<file path="src/hw/rtl/edcs_pkg.sv">
// shared types and constants for the elevator car dispatch selector
`timescale 1ns / 1ps
`default_nettype none

package edcs_pkg;

   // field widths of the stream items
   localparam int FLOOR_W     = 5;
   localparam int LOAD_W      = 8;
   localparam int CAR_FIELD_W = 2;

   // car index width inside the chain, wide enough for the largest car count
   localparam int CAR_IDX_W = 4;

   // default size of the car group
   localparam int NUM_CARS_DEF = 4;

   // reset values of the car table and the registers, and the load saturation value
   localparam logic [FLOOR_W-1:0] FLOOR_RESET   = FLOOR_W'(1);
   localparam logic [LOAD_W-1:0]  MAX_CAP_RESET = LOAD_W'(8);
   localparam logic [LOAD_W-1:0]  LOAD_SAT      = '1;

   typedef enum logic [1:0] {
      MOT_IDLE = 2'd0,
      MOT_UP   = 2'd1,
      MOT_DOWN = 2'd2,
      MOT_STOP = 2'd3
   } motion_type;

   typedef enum logic [1:0] {
      STRAT_NEAREST = 2'd0,
      STRAT_SCAN    = 2'd1,
      STRAT_LOOK    = 2'd2
   } strategy_type;

   typedef enum logic [0:0] {
      CSR_STRATEGY = 1'b0,
      CSR_MAX_CAP  = 1'b1
   } csr_index_type;

   typedef enum logic [0:0] {
      REQ_STATUS   = 1'b0,
      REQ_DISPATCH = 1'b1
   } req_kind_type;

   typedef enum logic [1:0] {
      ST_IDLE,
      ST_WALK,
      ST_FINISH
   } ctrl_state_type;

   // request payload, first field in the lowest bits
   typedef struct packed {
      logic [4:0]         pad;
      logic [FLOOR_W-1:0] target_floor;
      logic [FLOOR_W-1:0] source_floor;
      logic [LOAD_W-1:0]  car_load;
      logic [1:0]         car_motion;
      logic [FLOOR_W-1:0] car_floor;
      logic [CAR_FIELD_W-1:0] car_index;
   } req_data_type;

   // response payload, first field in the lowest bits
   typedef struct packed {
      logic [3:0]             pad;
      logic [1:0]             chosen_motion;
      logic [CAR_FIELD_W-1:0] chosen_car;
   } rsp_data_type;

   // configuration seen by every cell
   typedef struct packed {
      logic [1:0]        strategy;
      logic [LOAD_W-1:0] max_cap;
   } cfg_type;

   // broadcast command from the controller to the cells
   typedef struct packed {
      logic                 wr_en;
      logic                 upd_en;
      logic [CAR_IDX_W-1:0] idx;
      logic [FLOOR_W-1:0]   floor;
      motion_type           motion;
      logic [LOAD_W-1:0]    load;
      logic                 dir_up;
   } cell_cmd_type;

   // best candidate found so far
   typedef struct packed {
      logic                 found;
      logic [CAR_IDX_W-1:0] idx;
      logic [FLOOR_W-1:0]   span;
      motion_type           mot;
   } best_type;

   // search token passed from cell to cell
   typedef struct packed {
      logic               valid;
      logic [FLOOR_W-1:0] src;
      logic [FLOOR_W-1:0] tgt;
      best_type           s_best;
      best_type           n_best;
   } token_type;

endpackage

`default_nettype wire

</file>
<file path="src/hw/rtl/edcs_cell.sv">
// one car of the chain: car status plus one stage of the search token
`timescale 1ns / 1ps
`default_nettype none

module edcs_cell
   import edcs_pkg::*;
#(
   parameter int CELL_IDX = 0
) (
   input  wire logic         clock,
   input  wire logic         reset,
   input  wire cfg_type      cfg,
   input  wire cell_cmd_type cmd,
   input  wire token_type    tok_in,
   output token_type         tok_out
);

   localparam logic [CAR_IDX_W-1:0] MY_IDX = CAR_IDX_W'(CELL_IDX);

   logic [FLOOR_W-1:0] floor_ff, floor_in;
   motion_type         motion_ff, motion_in;
   logic [LOAD_W-1:0]  load_ff, load_in;
   token_type          tok_ff, tok_in_next;

   logic [FLOOR_W-1:0] span;
   logic               avail;
   logic               moving;
   logic               look_ok;
   logic               strat_ok;
   logic               s_take;
   logic               n_take;
   logic               hit;

   // candidate qualification for this car
   always_comb begin
      span     = (floor_ff >= tok_in.src) ? (floor_ff - tok_in.src) : (tok_in.src - floor_ff);
      avail    = (load_ff < cfg.max_cap) &&
                 ((motion_ff == MOT_IDLE) ||
                  ((motion_ff == MOT_UP) && (tok_in.tgt > floor_ff)) ||
                  ((motion_ff == MOT_DOWN) && (tok_in.tgt < floor_ff)));
      moving   = (motion_ff == MOT_UP) || (motion_ff == MOT_DOWN);
      look_ok  = ((motion_ff == MOT_UP) && (tok_in.src >= floor_ff)) ||
                 ((motion_ff == MOT_DOWN) && (tok_in.src <= floor_ff));
      strat_ok = ((cfg.strategy == STRAT_SCAN) && moving) ||
                 ((cfg.strategy == STRAT_LOOK) && look_ok);
      s_take   = avail && strat_ok &&
                 (!tok_in.s_best.found || (span < tok_in.s_best.span));
      n_take   = avail && (!tok_in.n_best.found || (span < tok_in.n_best.span));
   end

   // token update, strict less-than keeps the lowest index on ties
   always_comb begin
      tok_in_next = tok_in;
      if (s_take) begin
         tok_in_next.s_best.found = 1'b1;
         tok_in_next.s_best.idx   = MY_IDX;
         tok_in_next.s_best.span  = span;
         tok_in_next.s_best.mot   = motion_ff;
      end
      if (n_take) begin
         tok_in_next.n_best.found = 1'b1;
         tok_in_next.n_best.idx   = MY_IDX;
         tok_in_next.n_best.span  = span;
         tok_in_next.n_best.mot   = motion_ff;
      end
   end

   // token stage, payload held until the next token arrives
   always_ff @(posedge clock) begin
      if (reset) begin
         tok_ff.valid <= 1'b0;
      end else if (tok_in.valid) begin
         tok_ff <= tok_in_next;
      end else begin
         tok_ff.valid <= 1'b0;
      end
   end

   assign tok_out = tok_ff;

   // car status: status write or assignment update
   always_comb begin
      hit       = (cmd.idx == MY_IDX);
      floor_in  = floor_ff;
      motion_in = motion_ff;
      load_in   = load_ff;
      if (cmd.wr_en && hit) begin
         floor_in  = cmd.floor;
         motion_in = cmd.motion;
         load_in   = cmd.load;
      end else if (cmd.upd_en && hit) begin
         if (load_ff != LOAD_SAT) begin
            load_in = load_ff + LOAD_W'(1);
         end
         if (motion_ff == MOT_IDLE) begin
            motion_in = cmd.dir_up ? MOT_UP : MOT_DOWN;
         end
      end
   end

   always_ff @(posedge clock) begin
      if (reset) begin
         floor_ff  <= FLOOR_RESET;
         motion_ff <= MOT_IDLE;
         load_ff   <= '0;
      end else begin
         floor_ff  <= floor_in;
         motion_ff <= motion_in;
         load_ff   <= load_in;
      end
   end

endmodule

`default_nettype wire

</file>
<file path="src/hw/rtl/edcs_ctrl.sv">
// controller: registers, request intake, token launch and result commit
`timescale 1ns / 1ps
`default_nettype none

module edcs_ctrl
   import edcs_pkg::*;
#(
   parameter int NUM_CARS = NUM_CARS_DEF
) (
   input  wire logic         clock,
   input  wire logic         reset,
   input  wire logic         req_tvalid,
   output logic              req_tready,
   input  wire logic [31:0]  req_tdata,
   input  wire logic         req_tuser,
   output logic              rsp_tvalid,
   input  wire logic         rsp_tready,
   output logic [7:0]        rsp_tdata,
   output logic              rsp_tuser,
   input  wire logic         csr_valid,
   output logic              csr_ready,
   input  wire logic [0:0]   csr_index,
   input  wire logic [7:0]   csr_data,
   output cfg_type           cfg,
   output cell_cmd_type      cmd,
   output token_type         tok_first,
   input  wire token_type    tok_last
);

   ctrl_state_type state_ff, state_in;
   cfg_type        cfg_ff, cfg_in;
   logic           rsp_valid_ff, rsp_valid_in;
   logic           rsp_assigned_ff, rsp_assigned_in;
   rsp_data_type   rsp_data_ff, rsp_data_in;

   req_data_type   req_data;
   logic           req_accept;
   logic           out_free;
   logic           commit;
   logic           use_s;
   best_type       best;
   logic           dir_up;

   assign req_data   = req_data_type'(req_tdata);
   assign req_accept = req_tvalid && req_tready;
   assign out_free   = !rsp_valid_ff || rsp_tready;
   assign csr_ready  = 1'b1;
   assign cfg        = cfg_ff;

   // register writes
   always_comb begin
      cfg_in = cfg_ff;
      if (csr_valid && csr_ready) begin
         unique case (csr_index)
            CSR_STRATEGY: cfg_in.strategy = csr_data[1:0];
            CSR_MAX_CAP:  cfg_in.max_cap  = csr_data;
            default:      cfg_in = cfg_ff;
         endcase
      end
   end

   // next state
   always_comb begin
      state_in = state_ff;
      unique case (state_ff)
         ST_IDLE: begin
            if (req_accept && (req_tuser == REQ_DISPATCH)) begin
               state_in = ST_WALK;
            end
         end
         ST_WALK: begin
            if (tok_last.valid) begin
               state_in = ST_FINISH;
            end
         end
         ST_FINISH: begin
            if (out_free) begin
               state_in = ST_IDLE;
            end
         end
         default: state_in = ST_IDLE;
      endcase
   end

   // choice from the token that left the last cell
   always_comb begin
      use_s  = ((cfg_ff.strategy == STRAT_SCAN) || (cfg_ff.strategy == STRAT_LOOK)) &&
               tok_last.s_best.found;
      best   = use_s ? tok_last.s_best : tok_last.n_best;
      dir_up = (tok_last.tgt > tok_last.src);
   end

   // outputs of the state machine
   always_comb begin
      req_tready = 1'b0;
      commit     = 1'b0;
      unique case (state_ff)
         ST_IDLE:   req_tready = 1'b1;
         ST_WALK:   req_tready = 1'b0;
         ST_FINISH: commit     = out_free;
         default:   req_tready = 1'b0;
      endcase

      // token launched into the first cell
      tok_first        = '0;
      tok_first.valid  = req_accept && (req_tuser == REQ_DISPATCH);
      tok_first.src    = req_data.source_floor;
      tok_first.tgt    = req_data.target_floor;

      // broadcast to the cells: status write or assignment update
      cmd        = '0;
      cmd.dir_up = dir_up;
      if (commit) begin
         cmd.upd_en = best.found;
         cmd.idx    = best.idx;
      end else begin
         cmd.wr_en  = req_accept && (req_tuser == REQ_STATUS) &&
                      (32'(req_data.car_index) < NUM_CARS);
         cmd.idx    = CAR_IDX_W'(req_data.car_index);
         cmd.floor  = req_data.car_floor;
         cmd.motion = motion_type'(req_data.car_motion);
         cmd.load   = req_data.car_load;
      end
   end

   // output register
   always_comb begin
      rsp_valid_in    = rsp_valid_ff && !rsp_tready;
      rsp_assigned_in = rsp_assigned_ff;
      rsp_data_in     = rsp_data_ff;
      if (commit) begin
         rsp_valid_in    = 1'b1;
         rsp_assigned_in = best.found;
         rsp_data_in     = '0;
         if (best.found) begin
            rsp_data_in.chosen_car    = best.idx[CAR_FIELD_W-1:0];
            rsp_data_in.chosen_motion = (best.mot == MOT_IDLE) ?
                                        (dir_up ? MOT_UP : MOT_DOWN) : best.mot;
         end
      end
   end

   always_ff @(posedge clock) begin
      if (reset) begin
         state_ff         <= ST_IDLE;
         cfg_ff.strategy  <= STRAT_NEAREST;
         cfg_ff.max_cap   <= MAX_CAP_RESET;
         rsp_valid_ff     <= 1'b0;
      end else begin
         state_ff         <= state_in;
         cfg_ff           <= cfg_in;
         rsp_valid_ff     <= rsp_valid_in;
      end
   end

   always_ff @(posedge clock) begin
      rsp_assigned_ff <= rsp_assigned_in;
      rsp_data_ff     <= rsp_data_in;
   end

   assign rsp_tvalid = rsp_valid_ff;
   assign rsp_tuser  = rsp_assigned_ff;
   assign rsp_tdata  = rsp_data_ff;

endmodule

`default_nettype wire

</file>
<file path="src/hw/rtl/elevator_car_dispatch_selector.sv">
// top level: controller and a chain of car cells
//
// channel  direction  handshake             payload
// req      in         req_tvalid/tready     tdata car/request fields, tuser kind
// rsp      out        rsp_tvalid/tready     tdata chosen car/motion, tuser assigned
// csr      in         csr_valid/ready       csr_index, csr_data
//
// a status write goes straight into the addressed car cell; a dispatch launches the
// search token, which walks one car cell per cycle, and then commits the result.
// the commit waits while the output register still holds an untaken result.
// reset is synchronous, restores all cars to floor 1, idle, empty, and the
// registers to nearest-car strategy with capacity 8.
`timescale 1ns / 1ps
`default_nettype none

module elevator_car_dispatch_selector
   import edcs_pkg::*;
#(
   parameter int NUM_CARS = NUM_CARS_DEF
) (
   input  wire logic        clock,
   input  wire logic        reset,
   // tdata: car_index, car_floor, car_motion, car_load, source_floor,
   //        target_floor, zero pad
   input  wire logic        req_tvalid,
   output logic             req_tready,
   input  wire logic [31:0] req_tdata,
   // tuser: req_type
   input  wire logic        req_tuser,
   output logic             rsp_tvalid,
   input  wire logic        rsp_tready,
   // tdata: chosen_car, chosen_motion, zero pad
   output logic [7:0]       rsp_tdata,
   // tuser: assigned
   output logic             rsp_tuser,
   input  wire logic        csr_valid,
   output logic             csr_ready,
   input  wire logic [0:0]  csr_index,
   input  wire logic [7:0]  csr_data
);

   cfg_type      cfg;
   cell_cmd_type cmd;
   token_type    tok_chain [NUM_CARS+1];

   // control, registers and output stage
   edcs_ctrl #(
      .NUM_CARS (NUM_CARS)
   ) u_ctrl (
      .clock      (clock),
      .reset      (reset),
      .req_tvalid (req_tvalid),
      .req_tready (req_tready),
      .req_tdata  (req_tdata),
      .req_tuser  (req_tuser),
      .rsp_tvalid (rsp_tvalid),
      .rsp_tready (rsp_tready),
      .rsp_tdata  (rsp_tdata),
      .rsp_tuser  (rsp_tuser),
      .csr_valid  (csr_valid),
      .csr_ready  (csr_ready),
      .csr_index  (csr_index),
      .csr_data   (csr_data),
      .cfg        (cfg),
      .cmd        (cmd),
      .tok_first  (tok_chain[0]),
      .tok_last   (tok_chain[NUM_CARS])
   );

   // one cell per car, token flows from car 0 upwards
   for (genvar i = 0; i < NUM_CARS; i++) begin : g_cell
      edcs_cell #(
         .CELL_IDX (i)
      ) u_cell (
         .clock   (clock),
         .reset   (reset),
         .cfg     (cfg),
         .cmd     (cmd),
         .tok_in  (tok_chain[i]),
         .tok_out (tok_chain[i+1])
      );
   end

`ifndef NO_ASSERTIONS
   // no search token leaves the chain while requests are taken
   a_idle_no_token: assert property (@(posedge clock) disable iff (reset)
      req_tready |-> !tok_chain[NUM_CARS].valid)
      else $error("search token at chain end while idle");

   // a dispatch blocks intake on the following cycle
   a_dispatch_busy: assert property (@(posedge clock) disable iff (reset)
      (req_tvalid && req_tready && (req_tuser == REQ_DISPATCH)) |=> !req_tready)
      else $error("request taken during a dispatch");

   // an unassigned result carries zero fields
   a_none_zero: assert property (@(posedge clock) disable iff (reset)
      (rsp_tvalid && !rsp_tuser) |-> (rsp_tdata == '0))
      else $error("unassigned result with nonzero fields");

   // status writes and assignment updates never coincide
   a_cmd_excl: assert property (@(posedge clock) disable iff (reset)
      !(cmd.wr_en && cmd.upd_en))
      else $error("status write and update in the same cycle");
`endif

endmodule

`default_nettype wire
</file>
<file path="config.mk">
export PLATFORM = sky130hd
export DESIGN_NAME = elevator_car_dispatch_selector
export DESIGN_NICKNAME = d
export VERILOG_FILES = /design/src/hw/rtl/edcs_pkg.sv /design/src/hw/rtl/edcs_cell.sv /design/src/hw/rtl/edcs_ctrl.sv /design/src/hw/rtl/elevator_car_dispatch_selector.sv
export SDC_FILE = /design/constraint.sdc
export NUM_CORES = 1
export LEC_CHECK = 0
export BUFFER_PORTS_ARGS = -buffer_cell sky130_fd_sc_hd__buf_2
export CAP_MARGIN = 30
export CORE_MARGIN = 2
export CORE_UTILIZATION = 45
export CTS_CLUSTER_SIZE = 8
export DETAILED_ROUTE_END_ITERATION = 12
export GPL_ROUTABILITY_DRIVEN = 0
export PLACE_DENSITY_LB_ADDON = 0.05
export SLEW_MARGIN = 20
export SYNTH_ARGS = -nofsm -noshare
export SYNTH_HDL_FRONTEND = slang
export SYNTH_SLANG_ARGS = --single-unit
</file>
<file path="constraint.sdc">
create_clock -name clock -period 4.2 [get_ports clock]
set_clock_uncertainty 0.05 [all_clocks]
set_input_delay 0.21 -clock clock [delete_from_list [all_inputs] [get_ports clock]]
set_output_delay 0.21 -clock clock [all_outputs]
set_load 0.01 [all_outputs]
</file>
Yosys cells after proc, flatten, opt, wreduce, memory -nomap -nowiden
Cells that the tools add are included.

word-level totals
  register bits = 218
  input bits = 47
  memory bits (read-only) = 0
  bits in latches = 0
  memories = 0
  memory bits (writable) = 0

operators by class
  shift operators = 0
  bitwise logic cells = 3
  add/subtract/negate cells = 12
  order comparisons = 31
  mux-type cells = 54
  reduce and logical (&&, ||, !) cells = 121
  $mul = 0
  div/mod/pow operators = 0
  eq/ne operators = 22

operators by type and width
  cell                                                                   count
  8-bit two-way mux                                                      12
  1-bit logical AND                                                      51
  5-bit < comparator                                                     10
  7-bit two-way mux                                                      6
  5-bit >= comparator                                                    8
  5-bit subtractor                                                       8
  12-bit two-way mux                                                     3
  2-bit two-way mux                                                      17
  8-bit by 1-bit adder with 8-bit output, second input constant          4
  8-bit < comparator                                                     4
  8-bit != test, second input constant                                   4
  1-bit logical OR                                                       28
  2-bit AND reduction                                                    14
  5-bit greater-than comparator                                          5
  2-bit nonzero test                                                     12
  5-bit less-or-equal comparator                                         4
  5-bit two-way mux                                                      4
  15-bit two-way mux                                                     1
  2-bit by 1-bit equality test with 1-bit output, second input constant  6
  2-bit equality test, second input constant                             6
  2-bit zero test                                                        6
  1-bit two-way mux                                                      9
  4-bit by 2-bit equality test with 1-bit output, second input constant  2
  1-bit zero test                                                        8
  7 further kinds                                                        11

Longest topological paths before layout
  word-level depth = 9
  gate-level depth with buffers = 18
  gate-level depth less buffers = 18

Hierarchy
Synthesis repeated with hierarchy kept, for this count alone.

second synthesis, totals
  cells, all modules = 1,339
  area, all modules = 13,610.6 um^2

by module, submodules not included
  module                             area an instance (um^2)  times used  cells each  sequential area each (um^2)
  edcs_cell at g_cell[1].u_cell ...  3,044.2                  2           291         1,341.3
  edcs_cell at g_cell[0].u_cell      3,091.7                  1           288         1,341.3
  edcs_cell at g_cell[3].u_cell      3,037.9                  1           291         1,341.3
  edcs_ctrl                          1,392.6                  1           178         410.4

Worst setup path after synthesis
OpenSTA, ideal clock, no wires.

  path kind = reg2reg
  start = reg g_cell[2].u_cell.tok_ff (netlist bit g_cell[2].u_cell.tok_out[30])
  end = reg g_cell[3].u_cell.tok_ff (netlist bit g_cell[3].u_cell.tok_out[12]), data pin
  cell stages (with the launch flop) = 16
  library setup time = 0.260 ns
  slack = 0.463 ns
  buffers on the path = 0
  arrival = 3.428 ns
  cells stage by stage = edfxtp_1 > inv_1 > ha_1 > a21o_1 > a21oi_1 > nor2_1 > nor2_1 > mux2_2 > ha_1 > a21boi_0 > o21ai_0 > nand2b_1 > a21o_1 > a21o_1 > a211oi_1 > mux2_2

RTL lines
  what                    line             text
  start, declared         edcs_cell.sv:23  token_type tok_ff, tok_in_next;
  start signal, assigned  edcs_cell.sv:73  tok_ff <= tok_in_next;
  end signal, assigned    edcs_cell.sv:73
  end, declared           edcs_cell.sv:23

==> qor.csv <==
metric;value;unit
HPWL after DPL;22300;µm
FFs w/ async S/R, synth;0;%
Sequential Power Share;49.2;%
Clk Latency, worst-skew pair;0.43;ns
Port-buffer cells;48;
largest net degree at the start of global routing;55;
combinational power share;11.8;%
kind of critical path;register to register;
Worst Path Max Fanout;8;
final hold vios;0;
Pre-antenna DRT Iters;5;
Netlist cell types;68;
# clock sinks;186;
CP max stage delay;0.43;ns
Critical Path, Cell by Cell;inv_1 -> ha_1 -> nand2b_1 -> a21o_1 -> a21oi_1 -> o21a_1 -> mux2_2 -> ha_1 -> a21boi_0 -> o21ai_0 -> nand2b_1 -> a211oi_1 -> o21a_1 -> mux2_2;
PnR worst setup slack;0.269;ns
design area;0.0130;mm²
Max-slew headroom;36.5;%
CTS max path bufs;2;
clock-pin slew on the worst setup and hold paths;0.07;ns
syn avg cell area;9.55;µm²
die area;0.0271;mm²
WP data arrival;4.06;ns
HP Class;input pin to register;
P_int;2.98;mW
status;complete, no violations;
CTS Buf Count;17;
synth warn;0;
drt drc;0;
static leakage;5.34;nW
worst min-delay path startpoint;req_tdata[10];
Max Cap Violations;0;
number of global-route vias before repair;8383;
R2R Setup Slk;0.27;ns
critical path endpoint category;register;
placed cell areas;0.0122;mm²
Sw Share;26.4;%
initial antenna violation count;0;
via count;8836;
H-tree depth;4;
grt ovf;0;
Detail Route Antenna Nets;0;
Hold Crit Depth;3;
Hold Worst Slack;0.0271;ns
R2R Path End;g_cell[1].u_cell.tok_out[3];
Post-synth EDFFs;109;
setup TNS;0;ns
Startpoint Class;register;
Endpoint, Worst Hold;g_cell[1].u_cell.load_ff[1];
core footprint;0.0253;mm²
Std-Cell Rows;58;
RSZ-0062 raised after global routing;false;
fin crit share;93.6;%
Clk pwr share;39.0;%
Worst VDD drop;280;µV
final setup vio count;0;
Initial Utilization;46.1;%
max-slew violation count;0;
Total Wirelength;28600;µm
Mapped Area;0.0116;mm²
CTS root buffer;clkbuf_16;
min Tclk post-route;3.93;ns
wire per inst;17.7;µm
share of cells above drive strength 1;12.1;%
initial DRC count;607;
dominant synthesized flop cell;edfxtp_1;
Power Density;312;mW/mm²
nets;1467;
worst slew pin tran;0.953;ns
fmax;254;MHz
diodes inserted;0;
CTS tree;yes;
Tot GR Track Use;21.8;%
first-pass GRT wire length;45200;µm
vias per cell;5.45;
Placement Setup Slack;0.204;ns
Setup Fix Bufs, Post-CTS;0;
r2r worst-path depth;14;
Die Wd;165;µm
Post-Syn Instances;1218;
switching power;1.07;mW
Slowest cell on crit path;o21a_1;
DIE HEIGHT;165;µm
I/O pin count;59;
Area Growth Syn to Fin;11.7;%
number of synthesized register bits;186;
sequential fraction of the synthesis area;41.4;%
Reg-to-Reg Start;g_cell[0].u_cell.tok_out[29];
WP data required;4.33;ns
critical path, delay by kind of cell, from the launching register on:
family	cells	cell delay, ns
buffers and inverters	1	0.06
multiplexers	2	0.79
AO/OA/AOI/OAI	7	1.47
AND/OR/NAND/NOR	2	0.27
adder cells (fa/ha/maj)	2	0.64
flip-flops	1	0.40
worst max-delay path by stage:
stage | startpoint | cells after the start | slack (ns) | end
finish | g_cell[0].u_cell.tok_out[29] | 14 | 0.27 | g_cell[1].u_cell.tok_out[3]
global route | g_cell[0].u_cell.tok_out[29] | 14 | 0.02 | g_cell[1].u_cell.tok_out[5]
CTS | g_cell[1].u_cell.tok_out[29] | 16 | 0.17 | g_cell[2].u_cell.tok_out[16]
detailed placement | g_cell[1].u_cell.tok_out[29] | 16 | 0.20 | g_cell[2].u_cell.tok_out[16]
global placement | g_cell[1].u_cell.tok_out[29] | 16 | 0.28 | g_cell[2].u_cell.tok_out[18]
floorplan | g_cell[2].u_cell.tok_out[30] | 15 | 0.46 | g_cell[3].u_cell.tok_out[12]
repair_timing:
action | CTS | global route
endpoints found under the hold margin | 18 | 0
setup endpoints to repair | 0 | 4
hold buffers | 17 | 0
resized for setup | 0 | 4
layout by cell type (no fill, tap or decap), drive strengths merged, types with 5 or more instances in the layout:
cell         count
fa               8
xor2             5
conb             5
a31oi            6
mux2            38
inv            126
a211oi          22
nand3b          13
nor3            17
a21boi           8
dfxtp           77
mux2i           20
clkinv           5
and2             5
nand2b          19
xnor2            5
o21ai           71
nand4            8
a21oi          100
a21o            30
nand3           53
o211ai           8
nor2b           19
and3            10
ha             135
buf             66
a22oi            6
nand2          101
dlygate4sd3     17
or3              5
nor2            89
clkbuf          18
or2              8
edfxtp         109
a211o            6
state kept, by name (all words and copies together), names as in the netlist:
signal,flops
g_cell.u_cell.tok_out,108
g_cell.u_cell.load_ff,32
g_cell.u_cell.floor_ff,20
u_ctrl.cfg,10
g_cell.u_cell.motion_ff,8
u_ctrl.rsp_tdata,4
u_ctrl.state_ff,2
u_ctrl.rsp_tuser,1
u_ctrl.rsp_tvalid,1
Yosys cell counts, drive strengths merged (3+ instances only):
master	count	area share [%]
ha	135	15
inv	120	3.9
edfxtp	109	28
nand2	101	3.3
a21oi	100	4.4
nor2	89	2.9
dfxtp	77	13
o21ai	71	3.1
nand3	53	2.3
mux2	38	3.7
clkbuf	34	1.1
a21o	30	1.9
a211oi	22	1.4
mux2i	20	1.7
nand2b	19	1.0
nor2b	19	1.0
nor3	17	0.93
nand3b	13	0.84
buf	12	0.61
and3	10	0.54
a21boi	8	0.52
fa	8	1.4
nand4	8	0.43
o211ai	8	0.52
or2	8	0.43
a211o	6	0.45
a22oi	6	0.39
a31oi	6	0.32
and2	5	0.27
or3	5	0.27
xnor2	5	0.38
xor2	5	0.38
a2111oi	4	0.35
a311oi	4	0.30
o2111ai	4	0.30
o21a	4	0.26
nor3b	3	0.19
o21bai	3	0.19
logic make-up (layout without fill, tap and decap cells):
logic type               Yosys count  in the layout  synth area share (%)
AO/OA/AOI/OAI                    292            292                  15.7
other                              2              5                0.0646
flip-flops                       186            186                  41.4
adder cells (fa/ha/maj)          143            143                  15.9
multiplexers                      58             58                  5.40
buffers and inverters            166            235                  5.58
XOR/XNOR                          10             10                 0.753
AND/OR/NAND/NOR                  361            361                  15.2
stage by stage:
step	cells	power (mW)	util (%)
final	1620	4.05	51.5
after CTS	1620	4.09	51.4
after floorplan	1221	2.35	-
after global placement	1571	2.49	48.5
after detailed placement	1571	2.50	48.5
after global routing	1620	4.23	51.5
cell type report:
type	count	area (µm²)
timing repair buffer	83	546
inverter	120	450
sequential	186	4810
tap	330	413
fill	2387	12300
clock buffer	18	450
multi-input combinational	869	6190
clock inverter	14	130
power by group through the flow:
stage | Sequential (mW) | Clock, mW | Combinational [mW]
CTS | 2.00 | 1.61 | 0.478
floorplan | 2.03 | 0 | 0.324
global placement | 2.04 | 0 | 0.457
global route | 2.00 | 1.70 | 0.535
finish | 2.00 | 1.58 | 0.477
detailed placement | 2.04 | 0 | 0.463
metal layers:
layer  up-vias  track usage, %  routed length [µm]
met5         -               0                   0
met4         0            6.48                 492
met3        26            2.79                1280
met2       174            33.2               12500
met1      4196            32.5               14400
li1       4440               -                   -
No activity file was read; power rests on OpenSTA's default activity.
